[src/sv/json_string_unescape_assert.svh]
// Assertion macros used by the string unescaper RTL.
`ifndef JSON_STRING_UNESCAPE_ASSERT_SVH
`define JSON_STRING_UNESCAPE_ASSERT_SVH

// Same-cycle implication, checked outside reset.
`define JSU_ASSERT_NOW(lbl, clk, rst_n, ante, cons) \
    lbl: assert property (@(posedge clk) disable iff (!rst_n) (ante) |-> (cons)) \
        else $error("same-cycle check failed");

// Next-cycle implication, checked outside reset.
`define JSU_ASSERT_NEXT(lbl, clk, rst_n, ante, cons) \
    lbl: assert property (@(posedge clk) disable iff (!rst_n) (ante) |=> (cons)) \
        else $error("next-cycle check failed");

`endif

[src/sv/jsu_pkg.sv]
// ----------------------------------------------------------------------------
// jsu_pkg
// Result kinds and the job record passed from the front end to the back end.
// ----------------------------------------------------------------------------
package jsu_pkg;

    localparam logic [2:0] K_BYTE    = 3'd0;
    localparam logic [2:0] K_END     = 3'd1;
    localparam logic [2:0] K_NOQUOTE = 3'd2;
    localparam logic [2:0] K_UNTERM  = 3'd3;
    localparam logic [2:0] K_BADHEX  = 3'd4;
    localparam logic [2:0] K_BADESC  = 3'd5;

    // One input byte's worth of results: 1 to 3 of them.
    typedef struct packed {
        logic [2:0]      kind;
        logic [1:0]      last_idx;   // index of the final result, 0..2
        logic [2:0][7:0] bytes;
    } t_job;

    typedef struct packed {
        logic full;
        logic empty;
    } t_q_stat;

endpackage

[src/sv/jsu_front.sv]
// ----------------------------------------------------------------------------
// jsu_front
// Input side: tracks string/escape/hex mode and turns bytes into jobs.
// ----------------------------------------------------------------------------
module jsu_front
    import jsu_pkg::*;
(
    input  logic       i_clk,
    input  logic       i_rst_n,
    input  logic       i_valid,
    input  logic [7:0] i_byte,
    input  t_q_stat    i_q_stat,
    output logic       o_ready,
    output logic       o_push,
    output t_job       o_job
);

    localparam logic [1:0] M_IDLE = 2'd0;
    localparam logic [1:0] M_STR  = 2'd1;
    localparam logic [1:0] M_ESC  = 2'd2;
    localparam logic [1:0] M_HEX  = 2'd3;

    localparam logic [7:0] C_QUOTE = 8'h22;
    localparam logic [7:0] C_BSL   = 8'h5c;
    localparam logic [7:0] C_SLASH = 8'h2f;
    localparam logic [7:0] C_NUL   = 8'h00;

    logic [1:0]  r_mode, n_mode;
    logic [1:0]  r_hex_cnt, n_hex_cnt;
    logic [11:0] r_acc, n_acc;
    logic        w_take;
    logic        w_has;
    logic [4:0]  w_hex;
    logic [15:0] w_code;

    // {bad, value}
    function automatic logic [4:0] hex_decode(input logic [7:0] c);
        logic [4:0] r;
        r = 5'h10;
        if (c >= 8'h30 && c <= 8'h39) r = {1'b0, 4'(c - 8'h30)};
        if (c >= 8'h61 && c <= 8'h66) r = {1'b0, 4'(c - 8'h57)};
        if (c >= 8'h41 && c <= 8'h46) r = {1'b0, 4'(c - 8'h37)};
        return r;
    endfunction

    assign o_ready = !i_q_stat.full;
    assign w_take  = i_valid && o_ready;
    assign w_hex   = hex_decode(i_byte);
    assign w_code  = {r_acc, w_hex[3:0]};
    assign o_push  = w_take && w_has;

    always_comb begin
        n_mode    = r_mode;
        n_hex_cnt = r_hex_cnt;
        n_acc     = r_acc;
        w_has     = 1'b0;
        o_job     = '0;
        unique case (r_mode)
            M_IDLE: begin
                if (i_byte == C_QUOTE) begin
                    n_mode = M_STR;
                end else begin
                    w_has      = 1'b1;
                    o_job.kind = K_NOQUOTE;
                end
            end
            M_STR: begin
                if (i_byte == C_QUOTE) begin
                    w_has      = 1'b1;
                    o_job.kind = K_END;
                    n_mode     = M_IDLE;
                end else if (i_byte == C_NUL) begin
                    w_has      = 1'b1;
                    o_job.kind = K_UNTERM;
                    n_mode     = M_IDLE;
                end else if (i_byte == C_BSL) begin
                    n_mode = M_ESC;
                end else begin
                    w_has          = 1'b1;
                    o_job.kind     = K_BYTE;
                    o_job.bytes[0] = i_byte;
                end
            end
            M_ESC: begin
                w_has      = 1'b1;
                o_job.kind = K_BYTE;
                n_mode     = M_STR;
                case (i_byte)
                    C_QUOTE, C_BSL, C_SLASH: o_job.bytes[0] = i_byte;
                    8'h62:   o_job.bytes[0] = 8'h08;
                    8'h66:   o_job.bytes[0] = 8'h0c;
                    8'h6e:   o_job.bytes[0] = 8'h0a;
                    8'h72:   o_job.bytes[0] = 8'h0d;
                    8'h74:   o_job.bytes[0] = 8'h09;
                    8'h75: begin
                        w_has     = 1'b0;
                        n_mode    = M_HEX;
                        n_hex_cnt = '0;
                        n_acc     = '0;
                    end
                    default: begin
                        o_job.kind = K_BADESC;
                        n_mode     = M_IDLE;
                    end
                endcase
            end
            M_HEX: begin
                if (w_hex[4]) begin
                    w_has      = 1'b1;
                    o_job.kind = K_BADHEX;
                    n_mode     = M_IDLE;
                    n_hex_cnt  = '0;
                    n_acc      = '0;
                end else if (r_hex_cnt != 2'd3) begin
                    n_acc     = {r_acc[7:0], w_hex[3:0]};
                    n_hex_cnt = r_hex_cnt + 2'd1;
                end else begin
                    // Fourth digit: encode as UTF-8
                    w_has      = 1'b1;
                    o_job.kind = K_BYTE;
                    n_mode     = M_STR;
                    n_hex_cnt  = '0;
                    n_acc      = '0;
                    if (w_code < 16'h0080) begin
                        o_job.bytes[0] = w_code[7:0];
                    end else if (w_code < 16'h0800) begin
                        o_job.last_idx = 2'd1;
                        o_job.bytes[0] = 8'hc0 | {3'b000, w_code[10:6]};
                        o_job.bytes[1] = 8'h80 | {2'b00, w_code[5:0]};
                    end else begin
                        o_job.last_idx = 2'd2;
                        o_job.bytes[0] = 8'he0 | {4'h0, w_code[15:12]};
                        o_job.bytes[1] = 8'h80 | {2'b00, w_code[11:6]};
                        o_job.bytes[2] = 8'h80 | {2'b00, w_code[5:0]};
                    end
                end
            end
        endcase
    end

    always_ff @(posedge i_clk) begin
        if (!i_rst_n) begin
            r_mode    <= M_IDLE;
            r_hex_cnt <= '0;
            r_acc     <= '0;
        end else if (w_take) begin
            r_mode    <= n_mode;
            r_hex_cnt <= n_hex_cnt;
            r_acc     <= n_acc;
        end
    end

endmodule

[src/sv/jsu_queue.sv]
// ----------------------------------------------------------------------------
// jsu_queue
// Small job queue between the front end and the back end.
// ----------------------------------------------------------------------------
module jsu_queue
    import jsu_pkg::*;
#(
    parameter int DEPTH = 4
) (
    input  logic    i_clk,
    input  logic    i_rst_n,
    input  logic    i_push,
    input  t_job    i_data,
    input  logic    i_pop,
    output t_job    o_data,
    output t_q_stat o_stat
);

    localparam int AW = $clog2(DEPTH);
    localparam int CW = $clog2(DEPTH + 1);
    localparam logic [AW-1:0] LAST_PTR = AW'(DEPTH - 1);
    localparam logic [CW-1:0] FULL_CNT = CW'(DEPTH);

    t_job          r_mem [DEPTH];
    logic [AW-1:0] r_wr_ptr, n_wr_ptr;
    logic [AW-1:0] r_rd_ptr, n_rd_ptr;
    logic [CW-1:0] r_count, n_count;

    assign o_data       = r_mem[r_rd_ptr];
    assign o_stat.full  = (r_count == FULL_CNT);
    assign o_stat.empty = (r_count == '0);

    always_comb begin
        n_wr_ptr = r_wr_ptr;
        n_rd_ptr = r_rd_ptr;
        n_count  = r_count;
        if (i_push) begin
            n_wr_ptr = (r_wr_ptr == LAST_PTR) ? '0 : r_wr_ptr + AW'(1);
        end
        if (i_pop) begin
            n_rd_ptr = (r_rd_ptr == LAST_PTR) ? '0 : r_rd_ptr + AW'(1);
        end
        case ({i_push, i_pop})
            2'b10:   n_count = r_count + CW'(1);
            2'b01:   n_count = r_count - CW'(1);
            default: n_count = r_count;
        endcase
    end

    always_ff @(posedge i_clk) begin
        if (i_push) begin
            r_mem[r_wr_ptr] <= i_data;
        end
    end

    always_ff @(posedge i_clk) begin
        if (!i_rst_n) begin
            r_wr_ptr <= '0;
            r_rd_ptr <= '0;
            r_count  <= '0;
        end else begin
            r_wr_ptr <= n_wr_ptr;
            r_rd_ptr <= n_rd_ptr;
            r_count  <= n_count;
        end
    end

endmodule

[src/sv/jsu_back.sv]
// ----------------------------------------------------------------------------
// jsu_back
// Output side: walks each queued job one result per cycle into the output
// register, unless the receiver stalls it.
// ----------------------------------------------------------------------------
module jsu_back
    import jsu_pkg::*;
(
    input  logic       i_clk,
    input  logic       i_rst_n,
    input  t_job       i_job,
    input  t_q_stat    i_q_stat,
    output logic       o_pop,
    output logic       o_valid,
    input  logic       i_ready,
    output logic [7:0] o_byte,
    output logic [2:0] o_kind,
    output logic       o_last
);

    logic [1:0] r_idx, n_idx;
    logic       r_valid;
    logic [7:0] r_byte;
    logic [2:0] r_kind;
    logic       r_last;
    logic       w_load;
    logic       w_is_last;

    assign w_load    = (!r_valid || i_ready) && !i_q_stat.empty;
    assign w_is_last = (r_idx == i_job.last_idx);
    assign o_pop     = w_load && w_is_last;
    assign n_idx     = w_is_last ? 2'd0 : r_idx + 2'd1;

    assign o_valid = r_valid;
    assign o_byte  = r_byte;
    assign o_kind  = r_kind;
    assign o_last  = r_last;

    always_ff @(posedge i_clk) begin
        if (!i_rst_n) begin
            r_valid <= 1'b0;
            r_idx   <= '0;
        end else begin
            if (w_load) begin
                r_valid <= 1'b1;
                r_idx   <= n_idx;
            end else if (i_ready) begin
                r_valid <= 1'b0;
            end
        end
    end

    // Payload holds until the next load
    always_ff @(posedge i_clk) begin
        if (w_load) begin
            r_byte <= i_job.bytes[r_idx];
            r_kind <= i_job.kind;
            r_last <= w_is_last;
        end
    end

endmodule

[src/sv/json_string_unescape.sv]
// ----------------------------------------------------------------------------
// json_string_unescape
// Streaming unescaper for one quoted JSON string, UTF-8 output.
// ----------------------------------------------------------------------------
// Input channel: one text byte per transfer on i_in_byte (i_in_valid /
// o_in_ready). Output channel: one result per transfer with o_out_byte,
// o_kind and o_last (o_out_valid / i_out_ready); o_last marks the final
// result caused by an input byte.
// An input byte is classified in the cycle it is taken and its results sit
// in a job queue of QUEUE_DEPTH entries, from which the back end loads them
// into the output register. Bytes that only change mode (opening quote,
// backslash, the u of a \u escape, leading hex digits) give no result.
// Throughput: one input byte per cycle for plain text and simple escapes
// while the queue is not full; the 1 to 3 UTF-8 bytes of a \u escape drain
// at one result per cycle unless stalled, via the single output register.
// When the receiver stalls the output register holds, the queue fills and
// o_in_ready drops only once the queue is full.
// Reset returns to idle (awaiting an opening quote) and empties the queue.
// ----------------------------------------------------------------------------
module json_string_unescape
    import jsu_pkg::*;
#(
    parameter int QUEUE_DEPTH = 4
) (
    input  logic       i_clk,
    input  logic       i_rst_n,
    input  logic       i_in_valid,
    output logic       o_in_ready,
    input  logic [7:0] i_in_byte,
    output logic       o_out_valid,
    input  logic       i_out_ready,
    output logic [7:0] o_out_byte,
    output logic [2:0] o_kind,
    output logic       o_last
);

`include "json_string_unescape_assert.svh"

    logic    w_push;
    logic    w_pop;
    t_job    w_job_in;
    t_job    w_job_out;
    t_q_stat w_q_stat;

    jsu_front u_front (
        .i_clk    (i_clk),
        .i_rst_n  (i_rst_n),
        .i_valid  (i_in_valid),
        .i_byte   (i_in_byte),
        .i_q_stat (w_q_stat),
        .o_ready  (o_in_ready),
        .o_push   (w_push),
        .o_job    (w_job_in)
    );

    jsu_queue #(
        .DEPTH (QUEUE_DEPTH)
    ) u_queue (
        .i_clk   (i_clk),
        .i_rst_n (i_rst_n),
        .i_push  (w_push),
        .i_data  (w_job_in),
        .i_pop   (w_pop),
        .o_data  (w_job_out),
        .o_stat  (w_q_stat)
    );

    jsu_back u_back (
        .i_clk    (i_clk),
        .i_rst_n  (i_rst_n),
        .i_job    (w_job_out),
        .i_q_stat (w_q_stat),
        .o_pop    (w_pop),
        .o_valid  (o_out_valid),
        .i_ready  (i_out_ready),
        .o_byte   (o_out_byte),
        .o_kind   (o_kind),
        .o_last   (o_last)
    );

    `JSU_ASSERT_NOW(a_no_push_when_full, i_clk, i_rst_n, w_push, !w_q_stat.full)
    `JSU_ASSERT_NOW(a_no_pop_when_empty, i_clk, i_rst_n, w_pop, !w_q_stat.empty)
    `JSU_ASSERT_NOW(a_marker_is_single, i_clk, i_rst_n, o_out_valid && o_kind != K_BYTE, o_last)
    `JSU_ASSERT_NEXT(a_pop_ends_item, i_clk, i_rst_n, w_pop, o_out_valid && o_last)

endmodule
[config.mk]
export PLATFORM = sky130hd
export DESIGN_NAME = json_string_unescape
export DESIGN_NICKNAME = d
export VERILOG_FILES = /design/src/sv/jsu_pkg.sv /design/src/sv/jsu_front.sv /design/src/sv/jsu_queue.sv /design/src/sv/jsu_back.sv /design/src/sv/json_string_unescape.sv
export VERILOG_INCLUDE_DIRS = /design/src /design/src/sv
export SDC_FILE = /design/constraint.sdc
export NUM_CORES = 1
export LEC_CHECK = 0
export ABC_AREA = 0
export BUFFER_PORTS_ARGS = -buffer_cell sky130_fd_sc_hd__buf_4
export CAP_MARGIN = 20
export CORE_MARGIN = 8
export CORE_UTILIZATION = 25
export DETAILED_ROUTE_END_ITERATION = 6
export GPL_TIMING_DRIVEN = 1
export PLACE_DENSITY_LB_ADDON = 0.3
export RECOVER_POWER = 50
export SYNTH_ARGS = -nofsm -noshare
export SYNTH_HDL_FRONTEND = slang
export SYNTH_HIERARCHICAL = 1
export SYNTH_SLANG_ARGS = --single-unit
[constraint.sdc]
create_clock -name i_clk -period 9.75 [get_ports i_clk]
set_input_delay 1.4625 -clock i_clk [delete_from_list [all_inputs] [get_ports i_clk]]
set_output_delay 1.4625 -clock i_clk [all_outputs]
set_load 0.05 [all_outputs]
# Word level (Yosys, flattened, before mapping)
# Memories as Yosys holds them, arrays and structs flattened. A register that Yosys moved wholly into a read port is not among the register bits.
# Index checks and enable logic that the tools add are counted.
[totals]
ramBits = 116
out_inout_bits = 14
regBits = 38
elab_cells = 133
memories = 1
[op_classes]
n_addsub = 9
mux = 58
eq_ne = 23
reduce_logical = 22
order_cmp = 9
[mem_list]
columns = ["name", "depth", "width", "rd", "rd_clocked_by_memory_dff", "wr", "line", "source"]
rows = [
  ["u_queue.r_mem", 4, 29, 1, 1, 1, "jsu_queue.sv:24", "t_job r_mem [DEPTH];"],
]
[ops]
columns = ["op", "count"]
rows = [
  ["equality test 8 x 7 -> 1 bit (second input constant)", 7],
  ["2-to-1 mux 26 bit", 2],
  ["2-to-1 mux 8 bit", 6],
  ["case mux 8 bit (6 select lines)", 1],
  ["2-to-1 mux 12 bit", 3],
  ["2-to-1 mux 18 bit", 2],
  ["2-to-1 mux 2 bit", 17],
  ["case mux 12 bit (2 select lines)", 1],
  ["case mux 8 bit (3 select lines)", 1],
  ["binary-select mux 8 bit (select 2 bit)", 1],
  ["equality test 8 x 6 -> 1 bit (second input constant)", 2],
  [">= comparator 8 x 7 -> 1 bit (second input constant)", 2],
  ["<= comparator 8 x 7 -> 1 bit (second input constant)", 2],
  ["less-than comparator 16 x 12 -> 1 bit (second input constant)", 1],
  ["less-than comparator 16 x 8 -> 1 bit (second input constant)", 1],
  ["2-to-1 mux 5 bit", 3],
  ["2-to-1 mux 14 bit", 1],
  ["case mux 3 bit (4 select lines)", 1],
  ["2-to-1 mux 1 bit", 11],
  ["equality test 2 bit (second input constant)", 5],
  ["2-to-1 mux 3 bit", 3],
  ["OR reduction 9 bit", 1],
  ["adder 2 x 1 -> 2 bit (second input constant)", 4],
  [">= comparator 8 x 6 -> 1 bit (second input constant)", 1],
  ["28 further kinds", 42],
]

# Longest topological paths before layout
[depth]
depth_word = 11
depth_mapped = 14
mapped_depth_nobuf = 14

# Hierarchy
# Netlist, hierarchy kept.
[modules_own_cells]
columns = ["mod", "area_per_inst_um2", "instances", "cells_per_inst", "seq_area_each_um2"]
rows = [
  ["jsu_queue", 4657.0, 1, 198, 3663.5],
  ["jsu_front", 1654.1, 1, 211, 320.3],
  ["jsu_back", 732.0, 1, 63, 420.4],
]

# Worst setup path before layout
# Ideal clock, no wire load.
[synth_timing]
kind = "input-to-reg"
start = "input port i_in_byte[1]"
end = "memory u_queue/r_mem[0][0] (netlist bit), enable pin"
setup_ns = 0.389
cell_stages = 8
arrival_time_ns = 3.664
path_slack_ns = 5.698
n_path_buf = 0
required_time_ns = 9.361
cell_sequence = "inv_1 ha_1 or3b_1 nand3_2 and2_1 o21bai_1 a31oi_1 and2_1"
[synth_via]
elab_chain_cells = 10
word_cells_on_any_way = 26
[synth_lines]
columns = ["item", "line", "source"]
rows = [
  ["start: declaration", "json_string_unescape.sv:29", "input logic [7:0] i_in_byte,"],
  [">= comparator 8 x 6 -> 1 bit / <= comparator 8 x 6 -> 1 bit (equally long branches)", "jsu_front.sv:40", "if (c >= 8'h30 && c <= 8'h39) r = {1'b0, 4'(c - 8'h30)};"],
  ["logical AND 1 bit", "jsu_front.sv:40", ""],
  ["2-to-1 mux 5 bit", "jsu_front.sv:40", ""],
  ["2-to-1 mux 5 bit", "jsu_front.sv:41", "if (c >= 8'h61 && c <= 8'h66) r = {1'b0, 4'(c - 8'h57)};"],
  ["2-to-1 mux 5 bit", "jsu_front.sv:42", "if (c >= 8'h41 && c <= 8'h46) r = {1'b0, 4'(c - 8'h37)};"],
  ["2-to-1 mux 1 bit", "jsu_front.sv:108", "if (w_hex[4]) begin"],
  ["case mux 1 bit (4 select lines) (*)", "jsu_front.sv:58", "unique case (r_mode)"],
  ["logical AND 1 bit (*)", "jsu_front.sv:50", "assign o_push = w_take && w_has;"],
  ["named net w_push", "json_string_unescape.sv:39", "logic w_push;"],
  ["2-to-1 mux 1 bit (*)", "jsu_queue.sv:51", "if (i_push) begin"],
  ["2-to-1 mux 1 bit (not written as such) (*)", "jsu_queue.sv:52", "r_mem[r_wr_ptr] <= i_data;"],
  ["end: declaration", "jsu_queue.sv:24", ""],
]
# The timed path passes the listed nets; every way through them passes the cells marked *.

==> metrics.md <==
| Metric | Value |
|---|---|
| Fin util | `28.99%` |
| Finish-stage setup viols | `0` |
| Pins Over Slew Limit | `30` |
| R2r setup slk | `4670 ps` |
| Synth warnings | `6` |
| Input/output buffers | `25` |
| H-tree levels | `4` |
| Hold Crit Class | `reg2reg` |
| Diode count | `0` |
| Antenna viol nets, final | `0` |
| Final hold viol count | `0` |
| Grt total ovfl | `0` |
| Distinct cell type count after synthesis | `76` |
| Die Y | `183.8 µm` |
| Gpl congestion | `0.8364` |
| Tcrit/Tclk final | `52.09%` |
| # rows | `61` |
| Syn Inst Count | `472` |
| Comb power frac | `23.7%` |
| Leak | `2.633 nW` |
| WHS Path Cells | `2` |
| Clock Latency Late Sink | `410 ps` |
| Power, Total | `1.942 mW` |
| CTS root buf | `clkbuf_16` |
| Post_cts resized | `0` |
| 1st-pass router iterations | `4` |
| CTS clk-pin slew, worst paths | `60 ps` |
| Number of synthesized flops with an enable pin | `128` |
| Peak VDD IR | `0.1125 mV` |
| CTS tree | `yes` |
| Fmax | `0.1969 GHz` |
| Core ar. | `0.02778 mm²` |
| Initial antenna violation count | `0` |
| WL/cell | `16.87 µm` |
| Worst-Margin Slew | `2487 ps` |
| Non-Filler Instances | `889` |
| Nets@finish | `523` |
| FF-to-FF End | `u_queue/r_count[2]$_SDFFE_PN0P_` |
| Initial core utilization | `25.35%` |
| Seq/Total Area, Yosys | `62.53%` |
| Cells after DPL | `856` |
| Pre-CTS setup slack | `5221 ps` |
| CP Class | `reg2reg` |
| Initial DRC Count | `283` |
| Routed wire length | `15000 µm` |
| PD cells | `241.2 mW/mm²` |
| Hold Path Sink | `u_front/r_hex_cnt[1]$_SDFFE_PN0P_` |
| First-pass GRT wire length | `23520 µm` |
| Minimum clock period | `5079 ps` |
| RSZ-0062 raised after global routing | `no` |
| Area added between synthesis and finish | `14.34%` |
| Hpwl dp | `10040 µm` |
| Asr flop ratio synth | `0%` |
| CTS Sinks | `156` |
| Share of layout cells above drive strength 1 | `18.00%` |
| Vias per cell | `4.540` |
| Die span in x | `183.8 µm` |
| Psw | `0.6046 mW` |
| CP startpoint kind | `flop` |
| # hold bufs at CTS | `0` |
| Synthesized area per cell | `14.92 µm²` |
| Die Area | `0.03380 mm²` |
| Hold path startpoint | `u_front/r_hex_cnt[1]$_SDFFE_PN0P_` |
| IO Count | `26` |
| Clock power frac | `32.1%` |
| CP Capture Type | `flop` |
| Placed Area | `0.007580 mm²` |
| Number of CTS-inserted buffers | `17` |
| Max-Cap Viols | `1` |
| Final setup TNS | `0 ps` |
| Yosys reg bits | `156` |
| Post-CTS setup buffers | `0` |
| Post-Synthesis Cell Area | `0.007043 mm²` |
| Final worst setup slack | `4671 ps` |
| Primary FF master, synth | `edfxtp_1` |
| Total GRT Usage | `9.073%` |
| CP arrival | `5420 ps` |
| Number of global-route vias before repair | `4271` |
| Status | `complete, but fails checks` |
| Part of the power in registers | `44.2%` |
| DRC | `0` |
| Sw Ratio | `31.13%` |
| Clk buf depth | `2` |
| Largest net degree at the start of global routing | `30` |
| Fin area | `0.008053 mm²` |
| Crit path max fanout | `29` |
| Worst hold margin | `503.3 ps` |
| Rel. slew slack | `-65.81%` |
| Clock Skew | `8.927 ps` |
| Failing checks | `max-capacitance violations, max-slew violations` |
| Register-to-Register Path Depth | `11` |
| Via count | `4036` |
| Cell-internal power | `1.338 mW` |
| Worst endpoint required time | `10090 ps` |
[power groups by stage]
stage          Clock, mW  Combinational [mW]  Sequential, mW
4_1_cts            0.639               0.501           0.861
5_1_grt            0.668               0.506           0.868
3_5_place_dp           0               0.501           0.876
6_report           0.623               0.460           0.859
3_3_place_gp           0               0.492           0.873
2_1_floorplan          0               0.292           0.950
[registers in the layout, summed over array words and instances, names as in the netlist, named ones only]
signal,cells
u_back/o_byte,8
u_back/o_kind,3
u_back/o_last,1
u_back/o_valid,1
u_back/r_idx,2
u_front/r_acc,12
u_front/r_hex_cnt,2
u_front/r_mode,2
u_queue/r_count,3
u_queue/r_mem,116
u_queue/r_rd_ptr,2
u_queue/r_wr_ptr,2
[final cells by class]
cell class | instances | area (µm²)
Tap cell | 378 | 473.0
Fill cell | 2820 | 19730
Timing Repair Buffer | 29 | 147.6
Clock buffer | 17 | 425.4
Clock inverter | 15 | 137.6
Multi-Input combinational cell | 277 | 2400
Sequential cell | 156 | 4405
Inverter | 17 | 63.81
[layout by cell type, fill, tap and decap left out, types with 4 or more instances in the layout]
cell,instances
a22oi_1,4
a22o_1,12
mux4_2,28
buf_4,9
o2bb2ai_1,4
dfxtp_1,27
nor3_1,7
nand3_1,8
o211ai_1,4
a21oi_1,14
clkbuf_1,18
nor4_1,4
nor2_1,19
and3_1,7
ha_1,12
mux2i_1,11
and2_2,4
o21ai_0,21
clkbuf_16,17
edfxtp_1,128
and2_1,4
nor2b_1,13
nand2_1,24
inv_1,17
nand2b_1,7
inv_6,6
[how the worst max path moves through the flow]
stage,start,endpoint,slack [ps],cells past startpoint
5_1_grt,flop,u_queue/r_count[2]$_SDFFE_PN0P_,4120,11
3_3_place_gp,i_in_byte[1],u_queue/r_count[2]$_SDFFE_PN0P_,5400,15
2_1_floorplan,i_in_byte[1],u_queue/r_mem[0][0]$_DFFE_PP_,5700,8
3_5_place_dp,i_in_byte[1],u_queue/r_count[2]$_SDFFE_PN0P_,5220,15
6_report,flop,u_queue/r_count[2]$_SDFFE_PN0P_,4670,11
4_1_cts,i_in_byte[1],u_queue/r_count[2]$_SDFFE_PN0P_,5650,15
[cell families (layout without fill, tap and decap cells)]
family	count (synthesis)	count (layout)	synth area share, %
other	1	2	0.05324
flip-flops	156	156	62.53
buffers and inverters	40	78	3.127
XOR/XNOR	4	4	0.4975
AO/OA/AOI/OAI	93	93	9.966
AND/OR/NAND/NOR	123	123	10.20
multiplexers	42	42	11.21
adder cells (fa/ha/maj)	13	13	2.416
[cells in the mapped netlist (4+ instances only)]
cell type | number | area [µm²]
o21ai_1 | 8 | 40.04
nor2_1 | 19 | 71.32
nand3_1 | 7 | 35.03
nand2_1 | 24 | 90.09
mux4_2 | 28 | 630.6
buf_4 | 4 | 30.03
a22oi_1 | 4 | 30.03
nor3_1 | 7 | 35.03
o211ai_1 | 4 | 30.03
a22o_1 | 12 | 105.1
o21ai_0 | 13 | 65.06
buf_2 | 7 | 35.03
nor4_1 | 4 | 25.02
o2bb2ai_1 | 4 | 35.03
and3_1 | 7 | 43.79
a21oi_1 | 13 | 65.06
buf_6 | 4 | 45.04
dfxtp_1 | 28 | 560.5
nor2b_1 | 12 | 75.07
edfxtp_1 | 128 | 3844
nand2b_1 | 7 | 43.79
clkbuf_1 | 7 | 26.28
inv_1 | 17 | 63.81
ha_1 | 12 | 150.1
and2_1 | 10 | 62.56
mux2i_1 | 11 | 110.1
[critical path, cell delays in order (launching register included)]
cell	delay, ps
dfxtp_2	310
clkbuf_1	1760
mux4_2	740
xnor2_1	160
nand2_1	130
nor3_1	500
ha_1	300
inv_1	70
fa_1	370
xor2_1	160
or3_1	320
a21boi_0	180
[layer usage]
| metal | wire (µm) | part of all wire [%] | GRT usage [%] | vias to the layer above |
|---|---|---|---|---|
| met5 | 0 | 0 | 0 | - |
| met4 | 152 | 1.0 | 3.033 | 0 |
| met3 | 731 | 4.9 | 2.312 | 14 |
| met2 | 7209 | 48 | 14.81 | 90 |
| met1 | 6905 | 46 | 11.56 | 2036 |
| li1 | - | - | - | 1896 |
Power figures use the tool's default switching activity.
